File: config.mk
export PLATFORM = sky130hd
export DESIGN_NAME = hsl_to_rgb_converter
export DESIGN_NICKNAME = d
export VERILOG_FILES = /design/src/design/h2r_pkg.sv /design/src/design/hsl_to_rgb_converter.sv
export VERILOG_INCLUDE_DIRS = /design/src /design/src/design
export SDC_FILE = /design/constraint.sdc
export NUM_CORES = 1
export LEC_CHECK = 0
export BUFFER_PORTS_ARGS = -buffer_cell sky130_fd_sc_hd__buf_2
export CAP_MARGIN = 20
export CORE_MARGIN = 2
export CORE_UTILIZATION = 55
export DETAILED_ROUTE_END_ITERATION = 10
export PLACE_DENSITY = 0.72
export SYNTH_ARGS = -nofsm -noshare
export SYNTH_HDL_FRONTEND = slang
export SYNTH_SLANG_ARGS = --single-unit
File: constraint.sdc
create_clock -name clk -period 10.3 [get_ports clk]
set_input_delay 2.06 -clock clk [delete_from_list [all_inputs] [get_ports clk]]
set_output_delay 2.06 -clock clk [all_outputs]
set_load 0.1 [all_outputs]
File: src/design/hsl_to_rgb_converter_defines.svh
// Assertion macros used by the HSL to RGB converter RTL.
`ifndef HSL_TO_RGB_CONVERTER_DEFINES_SVH
`define HSL_TO_RGB_CONVERTER_DEFINES_SVH

`ifndef NO_ASSERTIONS

// Same-cycle implication, sampled on clk, off while arst_n is low.
`define H2R_ASSERT_NOW(label, ante, cons) \
	label: assert property (@(posedge clk) disable iff (!arst_n) (ante) |-> (cons)) \
		else $error("h2r assertion failed");

// Next-cycle implication, sampled on clk, off while arst_n is low.
`define H2R_ASSERT_NEXT(label, ante, cons) \
	label: assert property (@(posedge clk) disable iff (!arst_n) (ante) |=> (cons)) \
		else $error("h2r assertion failed");

`else

`define H2R_ASSERT_NOW(label, ante, cons)
`define H2R_ASSERT_NEXT(label, ante, cons)

`endif

`endif

File: src/design/h2r_pkg.sv
// Types and constants for the HSL to RGB converter.
package h2r_pkg;

	// Hue in 1/64 degree, one full turn and one 60 degree sector.
	localparam logic [14:0] HUE_TURN   = 15'd23040;
	localparam logic [14:0] HUE_SECTOR = 15'd3840;
	// 1.0 in Q0.8.
	localparam logic [8:0]  UNIT_Q8    = 9'd256;

	typedef struct packed {
		logic [14:0] hue;
		logic [8:0]  saturation;
		logic [8:0]  lightness;
	} hsl_t;

	typedef struct packed {
		logic [7:0] red;
		logic [7:0] green;
		logic [7:0] blue;
	} rgb_t;

	// 60 degree hue sectors; odd sectors have a falling secondary.
	typedef enum logic [2:0] {
		SEC_R_Y = 3'd0,
		SEC_Y_G = 3'd1,
		SEC_G_C = 3'd2,
		SEC_C_B = 3'd3,
		SEC_B_M = 3'd4,
		SEC_M_R = 3'd5
	} sector_t;

endpackage

File: src/design/hsl_to_rgb_converter.sv
// HSL to RGB converter: six-stage pipeline, one color per clock while rgb is not stalled.
//
//  channel | direction | handshake            | payload
//  --------+-----------+----------------------+---------------------------------
//  hsl     | in        | hsl_valid / hsl_stall | hue 15b, saturation 9b, lightness 9b
//  rgb     | out       | rgb_valid / rgb_stall | red, green, blue, 8b each
//
// Throughput is one item per clock while rgb_stall is low. The six register stages are sector split,
// chroma product and reciprocal multiply, quotient correction, component products, channel sum,
// and scale and clamp.
// Reset (arst_n low) empties the pipeline; payload registers are not reset.
// A stall on rgb holds only the stages that are full up to the first bubble,
// so bubbles are squeezed out and hsl_stall rises only when every stage is full.
module hsl_to_rgb_converter #(
	parameter int FRAC_BITS = 8
) (
	input  logic          clk,
	input  logic          arst_n,
	input  logic          hsl_valid,
	output logic          hsl_stall,
	input  h2r_pkg::hsl_t hsl,
	output logic          rgb_valid,
	input  logic          rgb_stall,
	output h2r_pkg::rgb_t rgb
);
	import h2r_pkg::*;

`include "hsl_to_rgb_converter_defines.svh"

	// Width of rem scaled to a 1/256 step base before the divide by 15.
	localparam int NW     = (FRAC_BITS >= 8) ? FRAC_BITS + 4 : 12;
	localparam int SH_UP  = (FRAC_BITS >= 8) ? FRAC_BITS - 8 : 0;
	localparam int SH_DN  = (FRAC_BITS >= 8) ? 0 : 8 - FRAC_BITS;
	// Reciprocal of 15, K fraction bits; off by at most one below.
	localparam int K      = NW + 4;
	localparam int RW     = NW + 1;
	localparam int PW     = NW + RW;
	localparam longint RECIP = (longint'(1) << K) / 15;
	// Working scale Q(16+FRAC_BITS); a channel sum never exceeds 1.0.
	localparam int VW     = FRAC_BITS + 17;
	localparam int XW     = FRAC_BITS + 18;
	localparam int SW     = XW + 8;

	// Stage enables, back to front.
	logic en_s1, en_s2, en_s3, en_s4, en_s5, en_s6;
	logic vld_s1, vld_s2, vld_s3, vld_s4, vld_s5, vld_s6;

	// Stage 1: wrap hue, clamp inputs, split sector, fold lightness.
	logic [14:0] hue_w;
	logic [8:0]  sat_c, lig_c;
	logic [9:0]  two_l;
	sector_t     sector_d;
	logic [14:0] base_d;
	sector_t     sector_s1;
	logic [11:0] rem_s1;
	logic [8:0]  sat_s1, lig_s1, t_s1;
	logic [8:0]  t_d;

	// Stage 2
	logic [NW-1:0]        n_d;
	logic [PW-1:0]        prod_d;
	sector_t              sector_s2;
	logic [NW-1:0]        n_s2;
	logic [FRAC_BITS-1:0] q0_s2;
	logic [16:0]          c_s2;
	logic [8:0]           lig_s2;

	// Stage 3
	logic [NW-1:0]        r_d;
	logic [FRAC_BITS-1:0] frac_d;
	logic [17:0]          lm_d;
	sector_t              sector_s3;
	logic [FRAC_BITS:0]   wx_s3;
	logic [16:0]          c_s3;
	logic [VW-1:0]        l_s3;

	// Stage 4
	sector_t       sector_s4;
	logic [XW-1:0] px_s4;
	logic [VW-1:0] pc_s4;
	logic [VW-1:0] l_s4;

	// Stage 5
	logic [XW-1:0] cr_d, cg_d, cb_d;
	logic [XW-1:0] vr_s5, vg_s5, vb_s5;

	// Stage 6
	logic [SW-1:0] sr_d, sg_d, sb_d;
	rgb_t          rgb_d;
	rgb_t          rgb_s6;

	assign en_s6     = !vld_s6 || !rgb_stall;
	assign en_s5     = !vld_s5 || en_s6;
	assign en_s4     = !vld_s4 || en_s5;
	assign en_s3     = !vld_s3 || en_s4;
	assign en_s2     = !vld_s2 || en_s3;
	assign en_s1     = !vld_s1 || en_s2;
	assign hsl_stall = !en_s1;

	always_ff @(posedge clk or negedge arst_n) begin
		if (!arst_n) begin
			vld_s1 <= 1'b0;
			vld_s2 <= 1'b0;
			vld_s3 <= 1'b0;
			vld_s4 <= 1'b0;
			vld_s5 <= 1'b0;
			vld_s6 <= 1'b0;
		end else begin
			if (en_s1) vld_s1 <= hsl_valid;
			if (en_s2) vld_s2 <= vld_s1;
			if (en_s3) vld_s3 <= vld_s2;
			if (en_s4) vld_s4 <= vld_s3;
			if (en_s5) vld_s5 <= vld_s4;
			if (en_s6) vld_s6 <= vld_s5;
		end
	end

	// ---- stage 1 ----
	always_comb begin
		hue_w = (hsl.hue >= HUE_TURN) ? hsl.hue - HUE_TURN : hsl.hue;
		sat_c = (hsl.saturation > UNIT_Q8) ? UNIT_Q8 : hsl.saturation;
		lig_c = (hsl.lightness > UNIT_Q8) ? UNIT_Q8 : hsl.lightness;
		priority if (hue_w >= 15'(5 * HUE_SECTOR)) begin
			sector_d = SEC_M_R;
			base_d   = 15'(5 * HUE_SECTOR);
		end else if (hue_w >= 15'(4 * HUE_SECTOR)) begin
			sector_d = SEC_B_M;
			base_d   = 15'(4 * HUE_SECTOR);
		end else if (hue_w >= 15'(3 * HUE_SECTOR)) begin
			sector_d = SEC_C_B;
			base_d   = 15'(3 * HUE_SECTOR);
		end else if (hue_w >= 15'(2 * HUE_SECTOR)) begin
			sector_d = SEC_G_C;
			base_d   = 15'(2 * HUE_SECTOR);
		end else if (hue_w >= HUE_SECTOR) begin
			sector_d = SEC_Y_G;
			base_d   = HUE_SECTOR;
		end else begin
			sector_d = SEC_R_Y;
			base_d   = 15'd0;
		end
		// t = 1 - |2l - 1| in Q0.8
		two_l = {lig_c, 1'b0};
		t_d   = (two_l >= 10'(UNIT_Q8)) ? 9'(10'd512 - two_l) : two_l[8:0];
	end

	always_ff @(posedge clk) begin
		if (en_s1 && hsl_valid) begin
			sector_s1 <= sector_d;
			rem_s1    <= 12'(hue_w - base_d);
			sat_s1    <= sat_c;
			lig_s1    <= lig_c;
			t_s1      <= t_d;
		end
	end

	// ---- stage 2: chroma and reciprocal multiply ----
	// frac = floor(rem * 2^F / 3840) = floor(floor(rem * 2^F / 256) / 15)
	always_comb begin
		if (FRAC_BITS >= 8) n_d = NW'(rem_s1) << SH_UP;
		else                n_d = NW'(rem_s1) >> SH_DN;
		prod_d = PW'(n_d) * PW'(RECIP);
	end

	always_ff @(posedge clk) begin
		if (en_s2 && vld_s1) begin
			sector_s2 <= sector_s1;
			n_s2      <= n_d;
			q0_s2     <= prod_d[K +: FRAC_BITS];
			c_s2      <= 17'(t_s1 * sat_s1);
			lig_s2    <= lig_s1;
		end
	end

	// ---- stage 3: quotient correction, secondary weight, offset ----
	always_comb begin
		r_d    = n_s2 - ((NW'(q0_s2) << 4) - NW'(q0_s2));
		frac_d = (r_d >= NW'(15)) ? q0_s2 + FRAC_BITS'(1) : q0_s2;
		// 2l - c in Q0.16, never negative for clamped inputs
		lm_d   = {lig_s2, 9'd0} - 18'(c_s2);
	end

	always_ff @(posedge clk) begin
		if (en_s3 && vld_s2) begin
			sector_s3 <= sector_s2;
			wx_s3     <= sector_s2[0] ? (FRAC_BITS + 1)'(1 << FRAC_BITS) - {1'b0, frac_d}
			                          : {1'b0, frac_d};
			c_s3      <= c_s2;
			l_s3      <= VW'(lm_d) << (FRAC_BITS - 1);
		end
	end

	// ---- stage 4: component products ----
	always_ff @(posedge clk) begin
		if (en_s4 && vld_s3) begin
			sector_s4 <= sector_s3;
			px_s4     <= XW'(c_s3) * XW'(wx_s3);
			pc_s4     <= VW'(c_s3) << FRAC_BITS;
			l_s4      <= l_s3;
		end
	end

	// ---- stage 5: place components, add m ----
	always_comb begin
		cr_d = '0;
		cg_d = '0;
		cb_d = '0;
		unique case (sector_s4)
			SEC_R_Y: begin cr_d = XW'(pc_s4); cg_d = px_s4; end
			SEC_Y_G: begin cr_d = px_s4; cg_d = XW'(pc_s4); end
			SEC_G_C: begin cg_d = XW'(pc_s4); cb_d = px_s4; end
			SEC_C_B: begin cg_d = px_s4; cb_d = XW'(pc_s4); end
			SEC_B_M: begin cr_d = px_s4; cb_d = XW'(pc_s4); end
			SEC_M_R: begin cr_d = XW'(pc_s4); cb_d = px_s4; end
			default: begin cr_d = '0; cg_d = '0; cb_d = '0; end
		endcase
	end

	always_ff @(posedge clk) begin
		if (en_s5 && vld_s4) begin
			vr_s5 <= cr_d + XW'(l_s4);
			vg_s5 <= cg_d + XW'(l_s4);
			vb_s5 <= cb_d + XW'(l_s4);
		end
	end

	// ---- stage 6: times 255, drop fraction, clamp ----
	always_comb begin
		sr_d = (SW'(vr_s5) << 8) - SW'(vr_s5);
		sg_d = (SW'(vg_s5) << 8) - SW'(vg_s5);
		sb_d = (SW'(vb_s5) << 8) - SW'(vb_s5);
		rgb_d.red   = (|sr_d[SW-1:24+FRAC_BITS]) ? 8'hFF : sr_d[16+FRAC_BITS +: 8];
		rgb_d.green = (|sg_d[SW-1:24+FRAC_BITS]) ? 8'hFF : sg_d[16+FRAC_BITS +: 8];
		rgb_d.blue  = (|sb_d[SW-1:24+FRAC_BITS]) ? 8'hFF : sb_d[16+FRAC_BITS +: 8];
	end

	always_ff @(posedge clk) begin
		if (en_s6 && vld_s5) begin
			rgb_s6 <= rgb_d;
		end
	end

	assign rgb_valid = vld_s6;
	assign rgb       = rgb_s6;

	// An accepted item always lands in stage 1.
	`H2R_ASSERT_NEXT(a_accept_lands, hsl_valid && !hsl_stall, vld_s1)
	// Input backs up only when the front stage is occupied.
	`H2R_ASSERT_NOW(a_stall_full, hsl_stall, vld_s1 && vld_s2 && vld_s6)
	// Sector split leaves a remainder within one sector.
	`H2R_ASSERT_NOW(a_rem_range, vld_s1, rem_s1 < 12'(HUE_SECTOR))
	// No channel sum exceeds 1.0 at the working scale.
	`H2R_ASSERT_NOW(a_sum_range, vld_s5,
		(vr_s5 <= (XW'(1) << (16 + FRAC_BITS))) && (vg_s5 <= (XW'(1) << (16 + FRAC_BITS)))
		&& (vb_s5 <= (XW'(1) << (16 + FRAC_BITS))))

endmodule
* After elaboration in Yosys (flattened, before gate mapping)
Cells that the tools add are included.
** Storage, ports and cells
- Output and inout bits :: 26
- Input port bits :: 37
- Register bits after elaboration :: 310
- Logic and storage cells :: 113
** Cells by class
- Multiply operators :: 3
- Add/subtract/negate cells :: 14
- Magnitude comparators :: 10
- Muxes and demuxes :: 17
- Equal/unequal tests :: 5
- Reduce and logical (&&, ||, !) cells :: 31
** Operator list (number)
- 26-bit one-hot mux with 2 select lines :: 3
- 34-bit by 26-bit subtractor with 34-bit output :: 3
- 26-bit by 25-bit adder with 26-bit output :: 3
- 12-bit 2-to-1 mux :: 5
- 15-bit by 14-bit >= comparator with 1-bit output, second input constant :: 2
- 15-bit >= comparator, second input constant :: 2
- 17-bit by 9-bit multiplier with 26-bit output :: 1
- 12-bit by 13-bit multiplier with 24-bit output, second input constant :: 1
- 12-bit subtractor :: 2
- 2-bit OR reduction :: 10
- 9-bit > comparator, second input constant :: 2
- 9-bit 2-to-1 mux :: 2
- 18-bit by 17-bit subtractor with 18-bit output :: 1
- 9-bit by 9-bit multiplier with 17-bit output :: 1
- 8-bit 2-to-1 mux :: 2
- 15-bit by 12-bit >= comparator with 1-bit output, second input constant :: 1
- 15-bit by 13-bit >= comparator with 1-bit output, second input constant :: 1
- 15-bit 2-to-1 mux :: 1
- 15-bit subtractor, second input constant :: 1
- 12-bit by 4-bit >= comparator with 1-bit output, second input constant :: 1
- 12-bit by 8-bit subtractor with 12-bit output :: 1
- 10-bit by 9-bit >= comparator with 1-bit output, second input constant :: 1
- 1-bit by 9-bit subtractor with 9-bit output, first input constant :: 1
- 9-bit by 8-bit subtractor with 9-bit output, first input constant :: 1
- other kinds (10) :: 31

* Depth between registers and ports, before layout
- Depth in word-level cells :: 9
- Depth in mapped cells :: 22
- Depth with buffers taken out :: 21

* Least setup slack after synthesis
OpenSTA, ideal clock, no wires.
- Kind :: input port to flip-flop
- Start point :: input hsl[28] in the netlist's numbering
- End point :: register rem_s1[11], in the netlist n_d[11], data pin
- Cell stages on the path :: 15
- Path slack :: 5.090 ns
- Data arrival time :: 4.952 ns
- Data required time :: 10.042 ns
- Path buffers :: 0
- Setup time :: 0.258 ns
- Cells stage by stage :: inv_1 ha_1 nor4b_1 and3_1 o31ai_1 nor2_1 a21oi_1 a21bo_2 o21a_1 ha_1 a21o_1 a21oi_1 xor2_1 xnor2_1 xnor2_1
** On the way
- Cells in the longest elaborated chain, start to end :: 9
- Elaborated cells between the ends (all ways) :: 14
- Classes of those cells :: add/sub: 2; order compare: 6; mux: 6
** Ends and longest elaborated chain
- from (decl) :: RTL line hsl_to_rgb_converter.sv:21 : input h2r_pkg::hsl_t hsl,
- 15-bit subtractor / 15-bit >= comparator (equally long branches) :: RTL line hsl_to_rgb_converter.sv:120 : hue_w = (hsl.hue >= HUE_TURN) ? hsl.hue - HUE_TURN : hsl.hue;
- 15-bit 2-to-1 mux * :: RTL line hsl_to_rgb_converter.sv:120
- 15-bit by 12-bit >= comparator with 1-bit output :: RTL line hsl_to_rgb_converter.sv:135 : end else if (hue_w >= HUE_SECTOR) begin
- 12-bit 2-to-1 mux :: RTL line hsl_to_rgb_converter.sv:135
- 12-bit 2-to-1 mux :: RTL line hsl_to_rgb_converter.sv:132 : end else if (hue_w >= 15'(2 * HUE_SECTOR)) begin
- 12-bit 2-to-1 mux :: RTL line hsl_to_rgb_converter.sv:129 : end else if (hue_w >= 15'(3 * HUE_SECTOR)) begin
- 12-bit 2-to-1 mux :: RTL line hsl_to_rgb_converter.sv:126 : end else if (hue_w >= 15'(4 * HUE_SECTOR)) begin
- 12-bit 2-to-1 mux :: RTL line hsl_to_rgb_converter.sv:123 : priority if (hue_w >= 15'(5 * HUE_SECTOR)) begin
- 12-bit subtractor * :: RTL line hsl_to_rgb_converter.sv:150 : rem_s1 <= 12'(hue_w - base_d);
- to (signal assigned) :: RTL line hsl_to_rgb_converter.sv:150
- to (decl) :: RTL line hsl_to_rgb_converter.sv:55 : logic [11:0] rem_s1;
Every way passes the cells marked *; elsewhere a longest branch is shown, timed or not.
A chain may end at the register's enable or synchronous reset.

* Final worst setup path
- Start point :: register wx_s3[2]
- End point :: register px_s4[24], data pin
** On the way
- Cells in the longest elaborated chain, start to end :: 1
** Ends and longest elaborated chain
- from (decl) :: RTL line hsl_to_rgb_converter.sv:73 : logic [FRAC_BITS:0] wx_s3;
- from (signal assigned) :: RTL line hsl_to_rgb_converter.sv:186 : wx_s3 <= sector_s2[0] ? (FRAC_BITS + 1)'(1 << FRAC_BITS) - {1'b0, frac_d}
- 17-bit by 9-bit multiplier with 26-bit output :: RTL line hsl_to_rgb_converter.sv:197 : px_s4 <= XW'(c_s3) * XW'(wx_s3);
- to (signal assigned) :: RTL line hsl_to_rgb_converter.sv:197
- to (decl) :: RTL line hsl_to_rgb_converter.sv:79 : logic [XW-1:0] px_s4;
No other way between the ends.

==> metrics <==
First-pass DRT Iterations 6; Crit Reg-Reg Startpoint wx_s3[2]; wire length per cell around 17 µm; biggest area consumer among synthesized cells edfxtp_1; maximum achievable frequency 179.0 MHz; violation count after the first detailed-route iteration a little under 1000; number of buffers inserted by hold repair at cts 0; type of the worst min-delay path register to register; share of synthesized flip-flops with an asynchronous set or reset 2.020%; RSZ-0062 raised after global routing no; clock buffers created by TritonCTS 35; detailed-route wire length 49020 µm; remaining design rule violation count 0; cells traversed along the worst timing path nand2_1 > fa_1 > inv_1 > fa_1 > inv_1 > fa_1 > fa_1 > inv_1 > ha_1 > inv_1 > o21ai_0 > a21oi_1 > o21ai_0 > a21oi_1 > o21ai_0 > a31oi_1 > o21ai_0 > xor2_1; Final ANT Viol Nets 0; most common library cells after synthesis inv_1, edfxtp_1, ha_1, nand2_1, fa_1; Cells after Synth ~2300; Warnings, synthesis 0; first-pass GRT wire length 81300 µm; cell depth of the worst flop-to-flop path 18; width of the die 212.4 µm; WS Path Type register to register; register area 8889 µm²; pin count of the biggest net entering global routing 76; cell area reported after detailed placement 24860 µm²; count of flip-flops with a built-in enable after synthesis just under 300; Initial Utilization 55.56%; via count of the first global-routing pass ~17000; vertical extent of the die about 210 µm; DP Worst Slack 4.588 ns; aggregate global-route resource usage 22.74%; total of max-cap violations 0; run status finished, final reports clean; final critical path time including I/O delays and setup between 5 and 6 ns; post-synthesis sequential area ratio 37.22%; delay of the slowest critical-path stage approximately 0.69 ns; worst setup path endpoint px_s4[24]; worst endpoint required time ~11 ns; clock net sink count 297; vias 16288; final HPWL from detailed placement 38410 µm; CP arrival 5.87 ns; Worst setup EP type register; clock-pin transition on the worst setup and hold timing paths around 0.060 ns; CTS tree done; post-synthesis instance area 23880 µm²; P&R area growth vs syn 8.839%; reg-to-reg endpoint px_s4[24]; critical path's slowest cell edfxtp_1; Bufs on Longest Clock Path 3; number of H-tree levels 2; initial antenna violation count 0; antenna fix cells 0; primary flip-flop cell chosen by synthesis mapping edfxtp_1; Cell variety after synth 81; final clock period utilization by the worst path 54.23%; relative max-transition margin 34.09%; share of post-route cells with drive strength above 1 6.404%; cell at the root of the clock tree clkbuf_16; CP Max Fanout 16; Syn Nets 2711; post-CTS resize count 0; flops & latches, synth 297; Critical Path Start wx_s3[2]; fillers ~3600; most common cell in the netlist inv_1; transition time at the pin with the least slew margin roughly 0.99 ns; final net count 2782; GP Congestion between 0.9 and 1; I/O pins between 60 and 70; Vias/cell approximately 5.5; area used by multi-input combinational logic between 10000 and 15000 µm²; remaining global-route overflow 0; Final Hold Viols 0; final number of max-transition violations 0; count of final setup violators 0; area of the die 45100 µm²; core region area 42980 µm²; post-CTS setup repair buffer count 0; Skew-Pair Late Insertion Delay 0.55 ns; cell row count between 70 and 80; post-route setup slack between 4 and 5 ns; critical path launch point type register; Setup TNS Final 0 ns; Synth top area share a little over a third; Setup Skew ~0.021 ns; Util after Layout 60.47%; Mapped Avg Cell Area 10.55 µm²; top cells by area in the synthesized netlist edfxtp_1, ha_1, fa_1; register-to-register path setup slack 4.71 ns; final design instance area without fill roughly 26000 µm²; count of buffers from port buffering 62
cell families after synthesis:
family                     share of synthesized area (%)
muxes                                             0.3668
AOI/OAI and AO/OA                                  11.13
adders and majority gates                          26.43
and+or+nand+nor                                    13.70
buffers and inverters                              6.125
DFF                                                37.22
xor gates and xnor gates                           5.020
placed cells by master (no fill, tap or decap), types with 36 or more instances in the layout:
master / n
nand2_1: 192
ha_1: 254
nor3_1: 36
a21oi_1: 86
a22o_1: 46
edfxtp_1: 291
and2_1: 146
nor2_1: 100
inv_1: 349
o21ai_0: 72
nor2b_1: 39
a21o_1: 47
clkbuf_16: 37
buf_2: 62
fa_1: 156
xnor2_1: 100
through the flow:
step	std cells	hold WS (ns)
2_1_floorplan	2264	0.4003
3_3_place_gp	2882	0.4010
3_5_place_dp	2882	0.4045
4_1_cts	2942	0.4147
5_1_grt	2943	0.4239
6_report	2943	0.4152
flip-flops by register name, indices dropped and copies added (netlist names), 24 cells and up:
register / cells
vb_s5: 25
vg_s5: 25
rgb: 24
px_s4: 25
vr_s5: 25
worst min-delay path by stage:
stage	from	to	slack, ns	depth (start not counted)
2_1_floorplan	l_s3[10]	l_s4[10]	0.40	0
3_3_place_gp	l_s3[16]	l_s4[16]	0.40	0
3_5_place_dp	l_s3[18]	l_s4[18]	0.40	0
4_1_cts	lig_s1[7]	lig_s2[7]	0.41	0
5_1_grt	lig_s1[2]	lig_s2[2]	0.42	0
6_report	lig_s1[7]	lig_s2[7]	0.42	0
worst max-delay path: cells and delay by family, from the launching register on:
kind	cells	cell delay (ns)
AOI/OAI and AO/OA	7	1.74
xor gates and xnor gates	1	0.11
adders and majority gates	5	2.42
buffers and inverters	4	0.21
DFF	1	0.69
and+or+nand+nor	1	0.17
metal layers:
metal  routed length, µm  global-route usage [%]  up-vias  part of all wire [%]
li1                    -                       -     7897                     -
met1               20380                   27.44     7928                    42
met2               24930                   40.92      355                    51
met3                1759                   2.585      108                   3.6
met4                1951                   10.18        0                   4.0
met5                   0                       0        -                     0
cell type report:
| cell class | instances | share of cell area [%] |
|---|---|---|
| timing repair buffer | 72 | 1.531 |
| tap | 585 | 2.816 |
| sequential | 297 | 34.20 |
| multi-input combinational | 1580 | 52.14 |
| clock buffer | 39 | 3.591 |
| clock inverter | 21 | 0.6788 |
| inverter | 349 | 5.040 |
Power is left out: the tool's default activity adds up to more than one toggle a clock period on the data nets, which glitch-free logic cannot reach.
